[config.mk]
export PLATFORM = sky130hd
export DESIGN_NAME = float32_to_decimal_text_top_flat
export DESIGN_NICKNAME = d
export VERILOG_FILES = /design/src/sv/f2dt_pkg.sv /design/src/sv/f2dt_if.sv /design/src/sv/f2dt_ctrl.sv /design/src/sv/f2dt_datapath.sv /design/src/sv/float32_to_decimal_text_top.sv /design/src/flat_wrapper.sv
export SDC_FILE = /design/constraint.sdc
export NUM_CORES = 1
export LEC_CHECK = 0
export BUFFER_PORTS_ARGS = -buffer_cell sky130_fd_sc_hd__buf_2
export CAP_MARGIN = 15
export CELL_PAD_IN_SITES_DETAIL_PLACEMENT = 1
export CELL_PAD_IN_SITES_GLOBAL_PLACEMENT = 2
export CORE_MARGIN = 10
export CORE_UTILIZATION = 27
export DETAILED_ROUTE_END_ITERATION = 8
export GPL_TIMING_DRIVEN = 0
export PLACE_DENSITY = 0.54
export SYNTH_ARGS = -nofsm -noshare
export SYNTH_HDL_FRONTEND = slang
export SYNTH_SLANG_ARGS = --single-unit
[constraint.sdc]
create_clock -name clk -period 11.2 [get_ports clk]
set_input_delay 2.24 -clock clk [delete_from_list [all_inputs] [get_ports clk]]
set_output_delay 2.24 -clock clk [all_outputs]
set_load 0.005 [all_outputs]
[src/sv/f2dt_pkg.sv]
package f2dt_pkg;

  // Biased exponent limits of the fixed-point split.
  localparam int EXP_BIAS  = 127;
  localparam int FRAC_BITS = 23;
  localparam logic [7:0] BEXP_LARGE = 8'(EXP_BIAS + 31);
  localparam logic [7:0] BEXP_SMALL = 8'(EXP_BIAS - 23);
  localparam logic [7:0] BEXP_INT   = 8'(EXP_BIAS + FRAC_BITS);
  localparam logic [7:0] BEXP_ONE   = 8'(EXP_BIAS);
  localparam logic [7:0] BEXP_HALF  = 8'(EXP_BIAS - 1);

  localparam int TEXT_BUFFER_LEN = 15;
  localparam int MAX_TEXT        = 14;

  // Integer part is below 2^31, so at most ten decimal digits.
  localparam int IPART_W = 31;
  localparam int IDIG_N  = 10;
  localparam int NDIG_W  = $clog2(IDIG_N + 1);
  localparam int IDX_IW  = $clog2(IDIG_N);

  // Reciprocal of ten: q = (x * RECIP10) >> RECIP_SH is exact for x < 2^32.
  localparam logic [31:0] RECIP10  = 32'hCCCC_CCCD;
  localparam int          RECIP_SH = 35;
  localparam int          PROD_W   = IPART_W + 32;
  localparam int          QUOT_W   = PROD_W - RECIP_SH;

  localparam logic [7:0] CH_MINUS = 8'h2D;
  localparam logic [7:0] CH_DOT   = 8'h2E;
  localparam logic [7:0] CH_ZERO  = 8'h30;
  localparam logic [7:0] CH_NUL   = 8'h00;

  localparam logic [1:0] ST_OK        = 2'd0;
  localparam logic [1:0] ST_TOO_LARGE = 2'd1;
  localparam logic [1:0] ST_TOO_SMALL = 2'd2;

  typedef enum logic [3:0] {
    S_IDLE,
    S_ERR,
    S_MUL,
    S_REM,
    S_BUDGET,
    S_FGEN,
    S_SIGN,
    S_INT,
    S_DOT,
    S_FZERO,
    S_FOUT
  } state_t;

  typedef enum logic [2:0] {
    EM_SIGN,
    EM_INT,
    EM_DOT,
    EM_FZERO,
    EM_FDIG,
    EM_ERR
  } emit_sel_t;

  typedef struct packed {
    logic      load;
    logic      mul;
    logic      rem;
    logic      budget_ld;
    logic      fstep;
    logic      emit;
    emit_sel_t emit_sel;
  } f2dt_cmd_t;

  typedef struct packed {
    logic too_large;
    logic too_small;
    logic q_zero;
    logic fgen_done;
    logic neg;
    logic int_last;
    logic frac_zero;
    logic budget_zero;
    logic frac_last;
    logic out_free;
  } f2dt_stat_t;

endpackage

[src/sv/f2dt_if.sv]
interface f2dt_in_if;
  logic        valid;
  logic        ready;
  logic [31:0] float_bits;

  modport source (output valid, output float_bits, input ready);
  modport sink (input valid, input float_bits, output ready);
endinterface

interface f2dt_out_if;
  logic       valid;
  logic       ready;
  logic [7:0] character;
  logic       last;
  logic [1:0] status;

  modport source (output valid, output character, output last, output status, input ready);
  modport sink (input valid, input character, input last, input status, output ready);
endinterface

[src/sv/f2dt_ctrl.sv]
module f2dt_ctrl
  import f2dt_pkg::*;
(
  input  logic       clk,
  input  logic       rst,
  input  logic       in_valid,
  output logic       in_ready,
  input  f2dt_stat_t stat,
  output f2dt_cmd_t  cmd
);

  state_t state, state_next;

  always_ff @(posedge clk) begin
    if (rst) begin
      state <= S_IDLE;
    end else begin
      state <= state_next;
    end
  end

  always_comb begin
    state_next   = state;
    cmd          = '0;
    cmd.emit_sel = EM_SIGN;
    in_ready     = (state == S_IDLE);
    unique case (state)
      S_IDLE: begin
        if (in_valid) begin
          cmd.load = 1'b1;
          if (stat.too_large || stat.too_small) begin
            state_next = S_ERR;
          end else begin
            state_next = S_MUL;
          end
        end
      end
      S_ERR: begin
        if (stat.out_free) begin
          cmd.emit     = 1'b1;
          cmd.emit_sel = EM_ERR;
          state_next   = S_IDLE;
        end
      end
      S_MUL: begin
        cmd.mul    = 1'b1;
        state_next = S_REM;
      end
      S_REM: begin
        // One decimal digit per pass; a zero integer part still yields one digit.
        cmd.rem = 1'b1;
        if (stat.q_zero) begin
          state_next = S_BUDGET;
        end else begin
          state_next = S_MUL;
        end
      end
      S_BUDGET: begin
        cmd.budget_ld = 1'b1;
        state_next    = S_FGEN;
      end
      S_FGEN: begin
        if (stat.fgen_done) begin
          state_next = stat.neg ? S_SIGN : S_INT;
        end else begin
          cmd.fstep = 1'b1;
        end
      end
      S_SIGN: begin
        if (stat.out_free) begin
          cmd.emit     = 1'b1;
          cmd.emit_sel = EM_SIGN;
          state_next   = S_INT;
        end
      end
      S_INT: begin
        if (stat.out_free) begin
          cmd.emit     = 1'b1;
          cmd.emit_sel = EM_INT;
          if (stat.int_last) begin
            state_next = S_DOT;
          end
        end
      end
      S_DOT: begin
        if (stat.out_free) begin
          cmd.emit     = 1'b1;
          cmd.emit_sel = EM_DOT;
          if (stat.frac_zero) begin
            state_next = S_FZERO;
          end else if (stat.budget_zero) begin
            state_next = S_IDLE;
          end else begin
            state_next = S_FOUT;
          end
        end
      end
      S_FZERO: begin
        if (stat.out_free) begin
          cmd.emit     = 1'b1;
          cmd.emit_sel = EM_FZERO;
          state_next   = S_IDLE;
        end
      end
      S_FOUT: begin
        if (stat.out_free) begin
          cmd.emit     = 1'b1;
          cmd.emit_sel = EM_FDIG;
          if (stat.frac_last) begin
            state_next = S_IDLE;
          end
        end
      end
      default: begin
        state_next = S_IDLE;
      end
    endcase
  end

endmodule

[src/sv/f2dt_datapath.sv]
module f2dt_datapath
  import f2dt_pkg::*;
#(
  parameter int MAX_FRAC_DIGITS = 7
) (
  input  logic        clk,
  input  logic        rst,
  input  logic [31:0] float_bits,
  input  f2dt_cmd_t   cmd,
  output f2dt_stat_t  stat,
  output logic        out_valid,
  input  logic        out_ready,
  output logic [7:0]  character,
  output logic        last,
  output logic [1:0]  status
);

  localparam int CNT_W = $clog2(MAX_FRAC_DIGITS + 1);
  localparam int FIX_W = (MAX_FRAC_DIGITS > 1) ? $clog2(MAX_FRAC_DIGITS) : 1;

  // Input decode.
  logic [7:0]         bexp;
  logic [23:0]        mant;
  logic               is_zero;
  logic               dec_large;
  logic               dec_small;
  logic [7:0]         sh_l;
  logic [7:0]         sh_r;
  logic [7:0]         sh_f;
  logic [7:0]         sh_n;
  logic [IPART_W-1:0] ipart_d;
  logic [23:0]        frac_d;

  // Working registers.
  logic [IPART_W-1:0] x;
  logic [PROD_W-1:0]  prod;
  logic [3:0]         idig [IDIG_N];
  logic [NDIG_W-1:0]  ndig;
  logic [23:0]        frac;
  logic               frac_zero;
  logic               neg;
  logic [1:0]         err_code;
  logic [3:0]         fdig [MAX_FRAC_DIGITS];
  logic [CNT_W-1:0]   fidx;
  logic [CNT_W-1:0]   fkeep;
  logic [CNT_W-1:0]   budget;

  logic [QUOT_W-1:0]  quot;
  logic [IPART_W:0]   quot10;
  logic [3:0]         rem_digit;
  logic [27:0]        f10;
  logic [NDIG_W-1:0]  ndig_m1;
  logic [CNT_W-1:0]   fcount;
  logic [4:0]         pre;
  logic signed [6:0]  avail_a;
  logic signed [6:0]  avail_b;
  logic signed [6:0]  cap;
  logic [CNT_W-1:0]   budget_d;
  logic               out_free;

  assign bexp      = float_bits[30:23];
  assign mant      = {1'b1, float_bits[22:0]};
  assign is_zero   = (float_bits[30:0] == 31'd0);
  assign dec_large = !is_zero && (bexp >= BEXP_LARGE);
  assign dec_small = !is_zero && (bexp < BEXP_SMALL);
  assign sh_l      = bexp - BEXP_INT;
  assign sh_r      = BEXP_INT - bexp;
  assign sh_f      = bexp - BEXP_HALF;
  assign sh_n      = BEXP_HALF - bexp;

  always_comb begin
    ipart_d = '0;
    frac_d  = '0;
    if (is_zero) begin
      ipart_d = '0;
    end else if (bexp >= BEXP_INT) begin
      ipart_d = {7'd0, mant} << sh_l[2:0];
    end else if (bexp >= BEXP_ONE) begin
      ipart_d = IPART_W'(mant >> sh_r[4:0]);
      frac_d  = mant << sh_f[4:0];
    end else begin
      frac_d = mant >> sh_n[4:0];
    end
  end

  // Remainder after the reciprocal multiply: x - 10*q.
  assign quot      = prod[PROD_W-1:RECIP_SH];
  assign quot10    = (IPART_W+1)'({quot, 3'b000}) + (IPART_W+1)'({quot, 1'b0});
  assign rem_digit = 4'({1'b0, x} - quot10);
  assign f10       = 28'({frac, 3'b000}) + 28'({frac, 1'b0});
  assign ndig_m1   = ndig - NDIG_W'(1);

  // Fraction digit budget from the characters ahead of the point.
  assign pre     = 5'(ndig) + 5'(neg) + 5'd1;
  assign avail_a = 7'(TEXT_BUFFER_LEN - 1) - $signed({2'b00, pre});
  assign avail_b = 7'(MAX_TEXT) - $signed({2'b00, pre});
  assign cap     = (avail_a < avail_b) ? avail_a : avail_b;

  always_comb begin
    if (cap <= 7'sd0) begin
      budget_d = '0;
    end else if (cap > 7'(MAX_FRAC_DIGITS)) begin
      budget_d = CNT_W'(MAX_FRAC_DIGITS);
    end else begin
      budget_d = cap[CNT_W-1:0];
    end
  end

  // At least one digit stays when every generated digit is zero.
  assign fcount   = (fkeep == '0) ? CNT_W'(1) : fkeep;
  assign out_free = !out_valid || out_ready;

  always_ff @(posedge clk) begin
    if (cmd.load) begin
      x         <= ipart_d;
      frac      <= frac_d;
      frac_zero <= (frac_d == 24'd0);
      neg       <= float_bits[31] && !is_zero;
      err_code  <= dec_large ? ST_TOO_LARGE : ST_TOO_SMALL;
      ndig      <= '0;
      fidx      <= '0;
      fkeep     <= '0;
    end
    if (cmd.mul) begin
      prod <= PROD_W'(x) * PROD_W'(RECIP10);
    end
    if (cmd.rem) begin
      idig[ndig[IDX_IW-1:0]] <= rem_digit;
      ndig                   <= ndig + NDIG_W'(1);
      x                      <= IPART_W'(quot);
    end
    if (cmd.budget_ld) begin
      budget <= budget_d;
    end
    if (cmd.fstep) begin
      fdig[fidx[FIX_W-1:0]] <= f10[27:24];
      frac                  <= f10[23:0];
      fidx                  <= fidx + CNT_W'(1);
      if (f10[27:24] != 4'd0) begin
        fkeep <= fidx + CNT_W'(1);
      end
    end
    if (cmd.emit) begin
      unique case (cmd.emit_sel)
        EM_INT:  ndig <= ndig_m1;
        EM_DOT:  fidx <= '0;
        EM_FDIG: fidx <= fidx + CNT_W'(1);
        default: begin
        end
      endcase
    end
  end

  // Output register.
  always_ff @(posedge clk) begin
    if (rst) begin
      out_valid <= 1'b0;
    end else if (cmd.emit) begin
      out_valid <= 1'b1;
    end else if (out_ready) begin
      out_valid <= 1'b0;
    end
  end

  always_ff @(posedge clk) begin
    if (cmd.emit) begin
      unique case (cmd.emit_sel)
        EM_SIGN: begin
          character <= CH_MINUS;
          last      <= 1'b0;
          status    <= ST_OK;
        end
        EM_INT: begin
          character <= CH_ZERO | {4'd0, idig[ndig_m1[IDX_IW-1:0]]};
          last      <= 1'b0;
          status    <= ST_OK;
        end
        EM_DOT: begin
          character <= CH_DOT;
          last      <= !frac_zero && (budget == '0);
          status    <= ST_OK;
        end
        EM_FZERO: begin
          character <= CH_ZERO;
          last      <= 1'b1;
          status    <= ST_OK;
        end
        EM_FDIG: begin
          character <= CH_ZERO | {4'd0, fdig[fidx[FIX_W-1:0]]};
          last      <= (fidx == fcount - CNT_W'(1));
          status    <= ST_OK;
        end
        EM_ERR: begin
          character <= CH_NUL;
          last      <= 1'b1;
          status    <= err_code;
        end
        default: begin
          character <= CH_NUL;
          last      <= 1'b1;
          status    <= err_code;
        end
      endcase
    end
  end

  always_comb begin
    stat.too_large   = dec_large;
    stat.too_small   = dec_small;
    stat.q_zero      = (quot == '0);
    stat.fgen_done   = frac_zero || (fidx == budget);
    stat.neg         = neg;
    stat.int_last    = (ndig == NDIG_W'(1));
    stat.frac_zero   = frac_zero;
    stat.budget_zero = (budget == '0);
    stat.frac_last   = (fidx == fcount - CNT_W'(1));
    stat.out_free    = out_free;
  end

endmodule

[src/sv/float32_to_decimal_text_top.sv]
// Channel  Dir  Fields                          Beat
// feed     in   float_bits[31:0]                one single-precision pattern
// text     out  character[7:0] last status[1:0] one text character or one error
//
// An item is accepted, each integer digit takes a multiply and a remainder
// step through the reciprocal-of-ten multiplier, the fraction budget is
// loaded, fraction digits are generated and the characters sent; an error
// item sends one error beat. rst clears the sequencer and the output valid.
// A stall on text holds the sequencer; feed is taken only between items.
module float32_to_decimal_text_top
  import f2dt_pkg::*;
#(
  parameter int MAX_FRAC_DIGITS = 7
) (
  input logic         clk,
  input logic         rst,
  f2dt_in_if.sink     feed,
  f2dt_out_if.source  text
);

  f2dt_cmd_t  cmd;
  f2dt_stat_t stat;

  f2dt_ctrl u_ctrl (
    .clk      (clk),
    .rst      (rst),
    .in_valid (feed.valid),
    .in_ready (feed.ready),
    .stat     (stat),
    .cmd      (cmd)
  );

  f2dt_datapath #(
    .MAX_FRAC_DIGITS (MAX_FRAC_DIGITS)
  ) u_dp (
    .clk        (clk),
    .rst        (rst),
    .float_bits (feed.float_bits),
    .cmd        (cmd),
    .stat       (stat),
    .out_valid  (text.valid),
    .out_ready  (text.ready),
    .character  (text.character),
    .last       (text.last),
    .status     (text.status)
  );

endmodule

[src/flat_wrapper.sv]
// flat-port wrapper written by rule: the top's interface ports become plain ports
module float32_to_decimal_text_top_flat import f2dt_pkg::*;
#(
  parameter int MAX_FRAC_DIGITS = 7
)
  (clk, rst, feed_valid, feed_float_bits, feed_ready, text_valid, text_character, text_last, text_status, text_ready);
  f2dt_in_if feed_i ();
  f2dt_out_if text_i ();
  input logic clk;
  input logic rst;
  input wire logic [$bits(feed_i.valid)-1:0] feed_valid;
  input wire logic [$bits(feed_i.float_bits)-1:0] feed_float_bits;
  output wire logic [$bits(feed_i.ready)-1:0] feed_ready;
  output wire logic [$bits(text_i.valid)-1:0] text_valid;
  output wire logic [$bits(text_i.character)-1:0] text_character;
  output wire logic [$bits(text_i.last)-1:0] text_last;
  output wire logic [$bits(text_i.status)-1:0] text_status;
  input wire logic [$bits(text_i.ready)-1:0] text_ready;
  assign feed_i.valid = feed_valid;
  assign feed_i.float_bits = feed_float_bits;
  assign feed_ready = feed_i.ready;
  assign text_valid = text_i.valid;
  assign text_character = text_i.character;
  assign text_last = text_i.last;
  assign text_status = text_i.status;
  assign text_i.ready = text_ready;
  float32_to_decimal_text_top #(.MAX_FRAC_DIGITS(MAX_FRAC_DIGITS)) u_core (.clk(clk), .rst(rst), .feed(feed_i), .text(text_i));
endmodule
Yosys cells after proc, flatten, opt, wreduce, memory -nomap -nowiden
Memory sizes are Yosys's and may differ from the RTL's. A register that Yosys moved wholly into a read port is not among the register bits.
Index checks and enable logic that the tools add are counted.
{ "totals": {"rom_bits": 0, "inputBits": 36, "mem_bits_rw": 68, "regBits": 151, "elab_cells": 155, "mem_count": 2, "latchBits": 0} }
{ "mem_list": {"columns": ["name", "words", "word_bits", "rd", "rd_ports_with_merged_regs", "wr", "line_no", "source"], "rows": [
  ["u_core.u_dp.idig", 10, 4, 1, 0, 1, "f2dt_datapath.sv:37", "logic [3:0] idig [IDIG_N];"],
  ["u_core.u_dp.fdig", 7, 4, 1, 1, 1, "f2dt_datapath.sv:43", "logic [3:0] fdig [MAX_FRAC_DIGITS];"]
]} }
{ "op_classes": {"div": 0, "bitwise_logic": 0, "mux": 61, "n_eq_ne": 26, "mul": 1, "order_cmp": 6, "shifts": 4, "reduce_logical": 25, "n_addsub": 14} }
{ "op_table": {"columns": ["cell", "count"], "rows": [
  ["24-bit 2-to-1 mux", 5],
  ["31-bit 2-to-1 mux", 3],
  ["4-bit 2-to-1 mux", 21],
  ["31-bit by 32-bit multiplier with 63-bit output (second input constant)", 1],
  ["28-bit 2-to-1 mux", 2],
  ["4-bit case mux with 10 select lines", 1],
  ["31-bit logical NOT", 1],
  ["24-bit by 3-bit << shifter with 31-bit output", 1],
  ["24-bit by 5-bit >> shifter with 31-bit output", 1],
  ["6-bit case mux with 5 select lines", 1],
  ["27-bit by 25-bit adder with 28-bit output", 1],
  ["28-bit logical NOT", 1],
  ["3-bit 2-to-1 mux", 9],
  ["24-bit logical NOT", 1],
  ["4-bit case mux with 6 select lines", 1],
  ["24-bit by 5-bit << shifter with 24-bit output", 1],
  ["24-bit by 5-bit >> shifter with 24-bit output", 1],
  ["4-bit by 3-bit equality test with 1-bit output (second input constant)", 4],
  ["8-bit greater-or-equal comparator (second input constant)", 2],
  ["1-bit 2-to-1 mux", 14],
  ["4-bit equality test (second input constant)", 3],
  ["2-bit inequality test (second input constant)", 5],
  ["5-bit subtractor (first input constant)", 2],
  ["3-bit logical NOT", 3],
  ["other kinds (34)", 52]
]} }

Depth between registers and ports, before layout
{ "logic_depth": {"depth_word": 7, "mapped_depth": 28, "ltp_nobuf": 28} }

Hierarchy
From an unflattened synthesis, not the netlist that was laid out.
{ "hier_totals": {"cells_unflattened": 2363, "hier_area_um2": 23827.9} }
{ "by_module_without_submodules": {"columns": ["mod", "seq_area_each_um2", "area_per_inst_um2", "instances", "cells_per_inst"], "rows": [
  ["f2dt_datapath", 5205.0, 23394.9, 1, 2300],
  ["f2dt_ctrl", 80.1, 432.9, 1, 63]
]} }

Least setup slack after synthesis
OpenSTA, ideal clock, no wires.
{ "synth_path": {"kind": "register to register", "from": "register u_core.u_dp.x[4]", "to": "register u_core.u_dp.prod[53] (data pin)", "slack_ns": 4.273, "stages_incl_launch_ff": 23, "required_ns": 10.938, "n_path_buf": 0, "arrival_time_ns": 6.665, "path_cell_list": "edfxtp_1 -> ha_1 -> fa_1 -> fa_1 -> fa_1 -> inv_1 -> fa_1 -> inv_1 -> fa_1 -> fa_1 -> inv_1 -> fa_1 -> inv_1 -> ha_1 -> a21o_1 -> a2111oi_0 -> a21boi_1 -> a311oi_1 -> o211ai_1 -> o31ai_1 -> a221oi_2 -> o21ai_1 -> xor2_1"} }
{ "synth_between": {"elab_chain_cells": 1} }
{ "synth_lines": {"columns": ["element", "line_no", "source"], "rows": [
  ["start, declared", "f2dt_datapath.sv:35", "logic [IPART_W-1:0] x;"],
  ["start signal, assigned", "f2dt_datapath.sv:115", "x <= ipart_d;"],
  ["start signal, assigned", "f2dt_datapath.sv:130", "x <= IPART_W'(quot);"],
  ["31-bit by 32-bit multiplier with 63-bit output", "f2dt_datapath.sv:125", "prod <= PROD_W'(x) * PROD_W'(RECIP10);"],
  ["end signal, assigned", "f2dt_datapath.sv:125", null],
  ["end, declared", "f2dt_datapath.sv:36", "logic [PROD_W-1:0] prod;"]
]} }
No other way between the ends.
A chain may end at the register's enable or synchronous reset.

Final worst setup path
{ "layout_path": {"from": "register u_core.u_dp.x[7]", "to": "register u_core.u_dp.prod[59] (data pin)"} }
Same word-level chain as after synthesis.

==> impl_metrics.json <==
{
  "yosys_register_bits": 182,
  "maxCapViolations": 0,
  "hold_class": "reg2reg",
  "grt_setup_unrepaired": "no",
  "overflow": 0,
  "crit_required_ns": 11.41,
  "worst_pin_slew_ns": 1.04,
  "rows": 108,
  "drtIter0Drc": 1025,
  "gp_congestion": 0.918,
  "synthTopCellsByArea": "edfxtp_1, fa_1, ha_1",
  "pin_count": 49,
  "crit_arrival_ns": 8.59,
  "drive_above_1_share": 0.0750,
  "port_buffers": 44,
  "finClkSkew_ns": 0.0108,
  "grtUsageTotal": 0.165,
  "critPathCaptureType": "register",
  "synth_area_leader_cell": "edfxtp_1",
  "pre_cts_slack_ns": 2.76,
  "synth_cell_types": 75,
  "grt_max_degree": 25,
  "postCtsSetupBuffers": 0,
  "num_vias": 17700,
  "clk_pin_slew_worst_paths_ns": 0.08,
  "worstHoldStart": "u_core.u_dp.fkeep[0]",
  "synth_edf_count": 164,
  "synth_ff_type": "edfxtp_1",
  "wl_per_cell_um": 22.8,
  "syn_area_per_cell_um2": 10.0,
  "cts_resized": 0,
  "area_growth_pct": 10.1,
  "seq_area_frac_synth": 0.225,
  "r2r_slack_ns": 2.82,
  "crit_top_cell": "fa_1",
  "synth_area_mm2": 0.0235,
  "syn-instance-count": 2343,
  "drt_wl_total_um": 81500,
  "viasPerCell": 4.95,
  "async_reset_ff_frac": 0,
  "most-common-layout-cells": "inv_1, ha_1, fa_1, edfxtp_1, nand2_1",
  "holdPathStages": 2,
  "dr.pass1.iters": 7,
  "rr_startpoint": "u_core.u_dp.x[7]",
  "route.detailed.drc": 0,
  "htreeDepth": 4,
  "detail-route-antenna-nets": 0,
  "synth_warnings": 0,
  "antenna_found_initial": 1,
  "die-area_mm2": 0.0993,
  "diodes": 0,
  "cts_tree": "yes",
  "fmax_ghz": 0.119,
  "cts_buffers": 17,
  "cts.sinks": 182,
  "finalCritPeriodShare": 0.748,
  "setup_viol": 0,
  "r2r-end": "u_core.u_dp.prod[59]",
  "min_period_ns": 8.38,
  "die_h_um": 315,
  "clk_path_buf_depth": 2,
  "crit_path_top_delay_cell": "fa_1",
  "crit_path_max_incr_delay_ns": 0.70,
  "postCtsHoldBufs": 0,
  "coreArea_mm2": 0.0866,
  "die_w_um": 315,
  "min_to": "u_core.u_dp.fkeep[0]",
  "max_slew_margin": 0.305,
  "status": "completed",
  "cts_root_buf": "clkbuf_16",
  "final_nets": 3025,
  "path_cells": "ha_1, fa_1, fa_1, inv_1, fa_1, fa_1, inv_1, fa_1, fa_1, inv_1, fa_1, inv_1, ha_1, and3_1, o2111ai_1, a31oi_1, o2111ai_1, o21ai_1, a221o_1, nand3_1, a211oi_1, xor2_1",
  "worstPathMaxFanout": 5,
  "grt_pass1_vias": 19200,
  "reg2regPathDepth": 22,
  "synth_top_area_share": 0.209,
  "start_util": 0.272,
  "start_kind": "register",
  "setup_ws_ns": 2.82,
  "clk_latency_ns": 0.47,
  "path_class": "reg2reg",
  "final_common_cell": "inv_1",
  "slew_viol_final": 0,
  "fin_tns_setup_ns": 0,
  "hold_viol_final": 0,
  "dp_hpwl_um": 71200,
  "grt_pass1_wl_um": 124000
}
## final cells by class
class | count | area [µm²]
fill | 9834 | 60700
clock buffer | 17 | 425
timing repair buffer | 50 | 290
sequential | 182 | 5290
inverter | 366 | 1370
clock inverter | 15 | 195
multi-input combinational | 1714 | 16500
tap | 1155 | 1450
buffer | 82 | 390
## layer usage
metal	GRT usage	share of wire
met2	0.273	0.47
met4	0.0214	0.011
met1	0.233	0.48
met3	0.0194	0.033
met5	0	0
## state kept, by name, summed over array words and instances (netlist names)
register               count
u_core.u_dp.fkeep          3
u_core.u_dp.ndig           4
u_core.u_dp.x             31
u_core.u_dp.neg            1
u_core.u_dp.last           1
u_core.u_dp.budget         3
u_core.u_dp.status         2
u_core.u_dp.prod          28
u_core.u_ctrl.state        4
u_core.u_dp.character      6
u_core.u_dp.frac          24
u_core.u_dp.fdig          28
u_core.u_dp.out_valid      1
u_core.u_dp.frac_zero      1
u_core.u_dp.idig          40
u_core.u_dp.err_code       2
u_core.u_dp.fidx           3
## critical path, delay by kind of cell (launching register included)
| family | cells | cell delay, ns |
|---|---|---|
| compound gates | 6 | 2.18 |
| xor+xnor | 1 | 0.11 |
| fa+ha+maj | 9 | 4.57 |
| buf+inv | 4 | 0.23 |
| flops | 1 | 0.58 |
| simple gates | 2 | 0.43 |
## logic make-up after synthesis
| kind of cell | share of synthesized area |
|---|---|
| buffers and inverters | 0.0750 |
| other | 0.000159 |
| AND/OR/NAND/NOR | 0.0928 |
| adder cells (fa/ha/maj) | 0.380 |
| AO/OA/AOI/OAI | 0.121 |
| flip-flops | 0.225 |
| XOR/XNOR | 0.0372 |
| multiplexers | 0.0691 |
## cells in the mapped netlist (all sizes together), types with 6 or more instances
| library cell | instances |
|---|---|
| a31oi | 20 |
| and2 | 11 |
| nand2b | 14 |
| o31ai | 11 |
| a32oi | 6 |
| a22oi | 6 |
| a221oi | 14 |
| or3 | 6 |
| o21a | 6 |
| dfxtp | 18 |
| nand3 | 39 |
| or2 | 6 |
| nor2 | 130 |
| o22ai | 25 |
| a21boi | 6 |
| a211oi | 23 |
| xor2 | 44 |
| o211ai | 12 |
| nor3 | 36 |
| fa | 230 |
| o21ai | 119 |
| o21bai | 9 |
| clkbuf | 54 |
| nor4 | 20 |
| edfxtp | 164 |
| mux4 | 41 |
| buf | 28 |
| mux2 | 18 |
| and3 | 13 |
| inv | 364 |
| a21o | 39 |
| xnor2 | 55 |
| mux2i | 49 |
| nand4 | 19 |
| a21oi | 123 |
| ha | 346 |
| nor2b | 11 |
| nand2 | 161 |
## how the worst max path moves through the flow
| stage | startpoint | endpoint | slack [ns] |
|---|---|---|---|
| 2_1_floorplan | u_core.u_dp.x[4] | u_core.u_dp.prod[53] | 4.27 |
| 3_3_place_gp | u_core.u_dp.x[4] | u_core.u_dp.prod[53] | 2.67 |
| 3_5_place_dp | u_core.u_dp.x[4] | u_core.u_dp.prod[53] | 2.76 |
| 4_1_cts | u_core.u_dp.x[4] | u_core.u_dp.prod[53] | 2.70 |
| 5_1_grt | u_core.u_dp.x[4] | u_core.u_dp.prod[53] | 2.40 |
| 6_report | u_core.u_dp.x[7] | u_core.u_dp.prod[59] | 2.82 |
## metrics by stage
stage | std cells | utilization | hold WS (ns) | cell area [µm²]
final | 3581 | 0.299 | 0.471 | 25900
after global routing | 3581 | 0.299 | 0.509 | 25900
after CTS | 3580 | 0.299 | 0.478 | 25900
after detailed placement | 3548 | 0.292 | 0.466 | 25300
after global placement | 3543 | 0.291 | 0.461 | 25200
after floorplan | 2344 | - | 0.439 | 23500
Power is left out: the tool's default activity adds up to more than one toggle a clock period on the data nets, which glitch-free logic cannot reach.
